$ cat src/rtl/smpq_pkg.sv
// types and codes shared by the sorted priority queue modules
package smpq_pkg;

    localparam int VALUE_W = 32;
    localparam int OCC_W   = 5;

    // operation codes carried by an input item
    typedef enum logic [1:0] {
        CMD_ENQUEUE = 2'd0,
        CMD_DEQUEUE = 2'd1,
        CMD_PEEK    = 2'd2,
        CMD_CLEAR   = 2'd3
    } cmd_t;

    // result status codes
    typedef enum logic [1:0] {
        ST_OK    = 2'd0,
        ST_FULL  = 2'd1,
        ST_EMPTY = 2'd2
    } status_t;

    // what every cell does with its entry
    typedef enum logic [1:0] {
        OP_HOLD   = 2'd0,
        OP_INSERT = 2'd1,
        OP_REMOVE = 2'd2
    } cell_op_t;

    // broadcast from the control to all cells
    typedef struct packed {
        cell_op_t                   op;
        logic signed [VALUE_W-1:0]  value;
    } cell_ctrl_t;

    // handed from one cell to the next one down the row; its value also goes up to the cell before
    typedef struct packed {
        logic                       gt;
        logic signed [VALUE_W-1:0]  value;
    } cell_link_t;

endpackage

$ cat src/rtl/sorted_max_priority_queue.sv
// Sorted max-priority queue: a row of CAPACITY cells keeps the stored values in
// descending order, largest in the first cell. Every cell compares its entry with
// the incoming value in parallel. One item is accepted per cycle unless a stalled
// result holds the input off, and its result appears in the output register on the
// next cycle. The next item is taken in the same cycle that the waiting result is
// taken; throughput is set by the compare-and-shift of the cell row. No clearing
// pass is needed after reset.
module sorted_max_priority_queue
#(
    parameter int CAPACITY = 16
)
(
    input  logic                                clk,
    input  logic                                rst_n,
    input  logic                                in_valid,
    output logic                                in_ready,
    input  logic [1:0]                          command,
    input  logic signed [smpq_pkg::VALUE_W-1:0] value,
    output logic                                out_valid,
    input  logic                                out_ready,
    output logic [1:0]                          status,
    output logic signed [smpq_pkg::VALUE_W-1:0] top_value,
    output logic [smpq_pkg::OCC_W-1:0]          occupancy
);

    localparam int CNT_W = $clog2(CAPACITY + 1);

    logic                                accept;
    smpq_pkg::cmd_t                      cmd;
    smpq_pkg::cell_ctrl_t                ctrl;
    smpq_pkg::cell_link_t                links [CAPACITY];
    logic [CAPACITY-1:0]                 occupied;

    logic [CNT_W-1:0]                    count_reg;
    logic [CNT_W-1:0]                    count_next;
    logic                                out_valid_reg;
    logic                                out_valid_next;
    smpq_pkg::status_t                   status_reg;
    smpq_pkg::status_t                   status_next;
    logic signed [smpq_pkg::VALUE_W-1:0] top_reg;
    logic signed [smpq_pkg::VALUE_W-1:0] top_next;
    logic [smpq_pkg::OCC_W-1:0]          occ_reg;
    logic [smpq_pkg::OCC_W-1:0]          occ_next;

    // handshake
    assign in_ready = !out_valid_reg || out_ready;
    assign accept   = in_valid && in_ready;
    assign cmd      = smpq_pkg::cmd_t'(command);

    // decode the item into a cell operation and the result
    always_comb
    begin
        ctrl.op     = smpq_pkg::OP_HOLD;
        ctrl.value  = value;
        count_next  = count_reg;
        status_next = smpq_pkg::ST_OK;
        top_next    = '0;
        case (cmd)
            smpq_pkg::CMD_ENQUEUE:
            begin
                if (count_reg == CNT_W'(CAPACITY))
                    status_next = smpq_pkg::ST_FULL;
                else
                begin
                    ctrl.op    = smpq_pkg::OP_INSERT;
                    count_next = count_reg + CNT_W'(1);
                end
            end
            smpq_pkg::CMD_DEQUEUE:
            begin
                if (count_reg == '0)
                    status_next = smpq_pkg::ST_EMPTY;
                else
                begin
                    ctrl.op    = smpq_pkg::OP_REMOVE;
                    count_next = count_reg - CNT_W'(1);
                end
            end
            smpq_pkg::CMD_PEEK:
            begin
                if (count_reg == '0)
                    status_next = smpq_pkg::ST_EMPTY;
                else
                    top_next = links[0].value;
            end
            default:
            begin
                if (count_reg == '0)
                    status_next = smpq_pkg::ST_EMPTY;
                else
                    count_next = '0;
            end
        endcase
        if (!accept)
        begin
            ctrl.op    = smpq_pkg::OP_HOLD;
            count_next = count_reg;
        end
        occ_next = smpq_pkg::OCC_W'(count_next);
    end

    // output register load
    always_comb
    begin
        out_valid_next = out_valid_reg;
        if (accept)
            out_valid_next = 1'b1;
        else if (out_ready)
            out_valid_next = 1'b0;
    end

    // the row of cells
    for (genvar i = 0; i < CAPACITY; i++)
    begin : g_cell
        smpq_pkg::cell_link_t                prev_link;
        logic signed [smpq_pkg::VALUE_W-1:0] next_value;

        assign occupied[i] = CNT_W'(i) < count_reg;

        if (i == 0)
        begin : g_first
            assign prev_link.gt    = 1'b1;
            assign prev_link.value = '0;
        end
        else
        begin : g_mid
            assign prev_link = links[i-1];
        end

        if (i == CAPACITY - 1)
        begin : g_last
            assign next_value = links[i].value;
        end
        else
        begin : g_inner
            assign next_value = links[i+1].value;
        end

        smpq_cell u_cell
        (
            .clk        (clk),
            .ctrl       (ctrl),
            .occupied   (occupied[i]),
            .prev_link  (prev_link),
            .next_value (next_value),
            .link       (links[i])
        );
    end

    // control state
    always_ff @(posedge clk or negedge rst_n)
    begin
        if (!rst_n)
        begin
            count_reg     <= '0;
            out_valid_reg <= 1'b0;
        end
        else
        begin
            count_reg     <= count_next;
            out_valid_reg <= out_valid_next;
        end
    end

    // result payload
    always_ff @(posedge clk)
    begin
        if (accept)
        begin
            status_reg <= status_next;
            top_reg    <= top_next;
            occ_reg    <= occ_next;
        end
    end

    assign out_valid = out_valid_reg;
    assign status    = status_reg;
    assign top_value = top_reg;
    assign occupancy = occ_reg;

endmodule

$ cat src/rtl/smpq_cell.sv
// one storage cell of the sorted row: compare, hold, insert or shift
module smpq_cell
(
    input  logic                                clk,
    input  smpq_pkg::cell_ctrl_t                ctrl,
    input  logic                                occupied,
    input  smpq_pkg::cell_link_t                prev_link,
    input  logic signed [smpq_pkg::VALUE_W-1:0] next_value,
    output smpq_pkg::cell_link_t                link
);

    logic signed [smpq_pkg::VALUE_W-1:0] value_reg;
    logic signed [smpq_pkg::VALUE_W-1:0] value_next;
    logic                                gt;

    // stored entry beats the incoming value
    assign gt = occupied && ($signed(value_reg) > $signed(ctrl.value));

    assign link.gt    = gt;
    assign link.value = value_reg;

    // choose the new content of this cell
    always_comb
    begin
        value_next = value_reg;
        case (ctrl.op)
            smpq_pkg::OP_INSERT:
            begin
                if (gt)
                    value_next = value_reg;
                else if (prev_link.gt)
                    value_next = ctrl.value;
                else
                    value_next = prev_link.value;
            end
            smpq_pkg::OP_REMOVE:
                value_next = next_value;
            default:
                value_next = value_reg;
        endcase
    end

    // entry storage
    always_ff @(posedge clk)
    begin
        value_reg <= value_next;
    end

endmodule

$ cat config.mk
export PLATFORM = sky130hd
export DESIGN_NAME = sorted_max_priority_queue
export DESIGN_NICKNAME = d
export VERILOG_FILES = /design/src/rtl/smpq_pkg.sv /design/src/rtl/sorted_max_priority_queue.sv /design/src/rtl/smpq_cell.sv
export SDC_FILE = /design/constraint.sdc
export NUM_CORES = 2
export LEC_CHECK = 0
export BUFFER_PORTS_ARGS = -buffer_cell sky130_fd_sc_hd__buf_2
export CAP_MARGIN = 10
export CORE_UTILIZATION = 40
export CTS_BUF_LIST = sky130_fd_sc_hd__clkbuf_4
export DETAILED_ROUTE_END_ITERATION = 8
export HOLD_SLACK_MARGIN = 0.12
export SETUP_SLACK_MARGIN = 0.02
export SLEW_MARGIN = 20
export SYNTH_ARGS = -nofsm -noshare
export SYNTH_HDL_FRONTEND = slang
export SYNTH_HIERARCHICAL = 1
export SYNTH_SLANG_ARGS = --single-unit
$ cat constraint.sdc
create_clock -name clk -period 4.3 [get_ports clk]
set_input_delay 0.43 -clock clk [delete_from_list [all_inputs] [get_ports clk]]
set_output_delay 0.43 -clock clk [all_outputs]
set_load 0.05 [all_outputs]
---- Yosys cells after proc, flatten, opt, wreduce, memory -nomap -nowiden ----
Index checks and enable logic that the tools add are counted.
word-level totals
  bits in registers ....................... 557
  input bits .............................. 38
  logic and storage cells ................. 176
operators by class
  add/subtract/negate cells ............... 2
  $lt $le $gt $ge ......................... 32
  equal/unequal tests ..................... 20
  multiplexer cells ....................... 59
  bitwise logic cells ..................... 2
  reduce and logical (&&, ||, !) cells .... 40
operators by type and width
  kind                   count
  $mux W32               30
  $pmux W32 S2           15
  $gt A32 B32 Y1         16
  $lt A4 B5 Y1 const A   8
  $reduce_and A2 Y1      16
  $ne A2 B2 Y1 const B   15
  $lt A3 B5 Y1 const A   4
  $mux W5                4
  $logic_and A1 B1 Y1    17
  $pmux W5 S3            1
  $lt A1 B5 Y1 const A   2
  $lt A2 B5 Y1 const A   2
  $mux W2                4
  $add A5 B1 Y5 const B  1
  $eq A5 B5 Y1 const B   1
  $logic_not A5 Y1       1
  $sub A5 B1 Y5 const B  1
  $eq A2 B1 Y1 const B   2
  $eq A2 B2 Y1 const B   2
  $mux W1                4
  $pmux W2 S2            1
  $reduce_bool A2 Y1     2
  $logic_not A2 Y1       1
  $not A1 Y1             2
  other kinds (3)        3

---- Longest topological paths before layout ----
  word-level depth ........................ 7
  gate-level depth with buffers ........... 14
  depth with buffers taken out ............ 10

---- By module ----
The synthesis kept the hierarchy.
by module, submodules not included
  module                     times used  cells an instance  area an instance (µm²)  seq. area each (µm²)
  smpq_cell                  16          260                2,452.4                 960.9
  sorted_max_priority_queue  1           177                2,147.1                 1,321.3

---- Least setup slack after synthesis ----
OpenSTA, ideal clock, no wires.
  path type ............................... reg2reg
  start ................................... register out_valid_reg, in the netlist out_valid
  end ..................................... register g_cell[0].u_cell/value_reg[0] (netlist name) (enable)
  setup time .............................. 390 ps
  arrival ................................. 3,626 ps
  path slack .............................. 284 ps
  cell stages (with the launch flop) ...... 6
  buffers on the path ..................... 0
  period minus slack after synthesis ...... 4,016 ps
  path through ............................ dfrtp_1 -> nand2b_1 -> nand2_1 -> inv_2 -> and3_1 -> a41o_1
RTL lines
  item                    line                              text
  start, declared         sorted_max_priority_queue.sv:36   logic out_valid_reg;
  start signal, assigned  sorted_max_priority_queue.sv:161  out_valid_reg <= out_valid_next;
  end signal, assigned    smpq_cell.sv:46                   value_reg <= value_next;
  end, declared           smpq_cell.sv:12                   logic signed [smpq_pkg::VALUE_W-1:0] value_reg;

==> results by group <==
Status
  – Status: finished, final reports clean

STA
  – Least-Margin Pin Slew: 0.763 ns
  – Final Hold Viols: 0
  – Final setup margin: 0.894 ns
  – Setup TNS: 0 ns
  – FMAX: 294 MHz
  – Max-slew headroom: 0.491
  – Final Max Tran Viols: 0
  – Clk_skew: 0.0808 ns
  – Tmin final: 3.41 ns
  – Tcrit/Tclk final: 0.792
  – Hold_ws: 0.336 ns
  – RSZ-0062 raised after global routing: no
  – Final setup violation count: 0

Logic synthesis
  – Netlist area before placement: 41,400 um2
  – Synthesized area per cell: 9.54 um2
  – Synth Warn #: 6
  – Cell count after synthesis: 4,335

Critical path
  – Flop2flop setup slack: 0.89 ns
  – CP required: 5.06 ns
  – R2r startpoint: g_cell[0].u_cell/value_reg[7]
  – Worst Setup Path Type: reg -> reg
  – Worst setup path start: g_cell[0].u_cell/value_reg[7]
  – R2R depth: 10
  – Critical path capture point type: flip-flop
  – CP arrival: 4.16 ns
  – Setup crit start kind: flip-flop
  – Worst R2R End: g_cell[1].u_cell/value_reg[25]
  – CP endpoint: g_cell[1].u_cell/value_reg[25]
  – Crit-path max FO: 16

Cells and area
  – Layout cells sized above 1: 0.111
  – Fin area: 46,800 um2
  – Largest register FFs: 512
  – Count of nets after finishing: 5,130
  – Seq. cell area: 16,700 um2
  – Multi-input gate area: 22,000 um2
  – Fillers: 9,849
  – Layout Cells excl Fill: 6,061
  – Layout area overhead: 13.2%

Floorplanning
  – Row count: 117
  – Boundary pin count: 79
  – Die Y: 324 um
  – Die Width: 324 um
  – Die Area: 105,000 um2
  – Core area: 102,000 um2
  – Initial core utilization: 0.405

Routing
  – DRC Markers: 0
  – Detail-routed via count per cell: 5.36
  – TritonRoute pass-1 iters: 6
  – Via count: 32,500
  – Initial DRC Count: 1,923
  – Final ANT Viol Nets: 0
  – Total Wirelength: 115 mm
  – Avg WL per Cell: 19.0 um

Job
  – MaxCap Viol Count: 0

Global route
  – Vias in the first global route: 32,400
  – Antenna violations before repair: 2
  – Global-route wire length before repair: 180 mm
  – Total global-route track usage: 0.220
  – Total grt overflow: 0
  – Pin count of the biggest net entering global routing: 65

Clocking
  – CTS tree: done
  – # clock sinks: 557
  – CTS resizes: 0
  – Htree depth: 4
  – Clock buffer count from CTS: 162
  – Clock-pin slew on the worst setup and hold paths: 0.06 ns
  – Bufs on Longest Clock Path: 3
  – Skew-Pair Late Insertion Delay: 1.08 ns
  – CTS root buf: clkbuf_4

Place
  – Placed inst area: 44,400 um2
  – Post-DP HPWL: 86.8 mm
  – Placed cell count: 5,737
  – Pre-CTS setup slack: 0.519 ns
  – IO Port Bufs: 78
  – GP Congestion: 0.898

Min path
  – Worst hold-check path type: in -> async

Power
  – Cell Pwr Density: 415 nW/um2
  – Peak supply drop: 0.232 mV
  – Leak: 19.1 nW
==> layer usage <==
layer | up-vias | GRT usage | part of all wire
met5 | - | 0 | 0
met1 | 15200 | 0.267 | 0.43
li1 | 16200 | - | -
met4 | 0 | 0.121 | 0.051
met2 | 784 | 0.371 | 0.47
met3 | 283 | 0.0365 | 0.045
==> cells in the final DEF (no fill, tap or decap), types with 18 or more instances in the layout <==
master,instances
buf_2,78
clkinv_1,31
and2_1,32
buf_12,41
nor2_1,71
nand4_1,129
clkbuf_4,232
dlygate4sd3_1,42
edfxtp_1,551
a221o_1,18
nor3_1,20
buf_4,87
o211ai_1,49
inv_1,549
o21ai_0,566
nand2_1,623
a21oi_1,198
ha_1,517
nand3_1,49
a31oi_1,18
conb_1,33
mux2i_1,512
==> where the power goes <==
group / internal, mW / switching (mW)
logic: 2.78 / 3.75
clock network: 2.70 / 2.46
registers: 7.12 / 0.634
==> cell type report <==
| cell class | instances | share of cell area |
|---|---|---|
| diodes | 5 | 0.000267 |
| flip-flops and latches | 557 | 0.356 |
| multi-input cells | 3054 | 0.470 |
| inverters | 552 | 0.0442 |
| repair buffers | 248 | 0.0488 |
| well taps | 1368 | 0.0365 |
| clock inverters | 45 | 0.00641 |
| clock buffers | 232 | 0.0372 |
==> per-stage QoR <==
stage	power, mW	util
global placement	14.1	0.434
CTS	19.6	0.458
global route	20.6	0.458
floorplan	12.4	-
detailed placement	14.3	0.434
finish	19.5	0.458
==> worst min path at each step <==
stage / startpoint / end / slack, ns
after global routing: rst_n / count_reg[0] / 0.29
after detailed placement: rst_n / count_reg[2] / 0.27
after global placement: rst_n / out_valid / 0.27
after floorplan: rst_n / count_reg[0] / 0.13
after CTS: rst_n / count_reg[0] / 0.19
final: rst_n / count_reg[0] / 0.34
==> what timing repair did <==
item / in CTS / in global routing
hold buffers: 42 / 0
setup buffers: 0 / 0
hold endpoints to repair: 460 / 0
==> worst max-delay path: stages (launching register included) <==
cell and delay, ns:
edfxtp_1 0.45, ha_1 0.34, a21oi_1 0.16, o21ai_0 0.20, a221o_1 0.34, o31a_1 0.34, or4b_4 0.54, nand2_2 0.09
buf_4 0.29, mux2i_1 0.24, o21ai_0 0.10
Power figures use the tool's default switching activity.
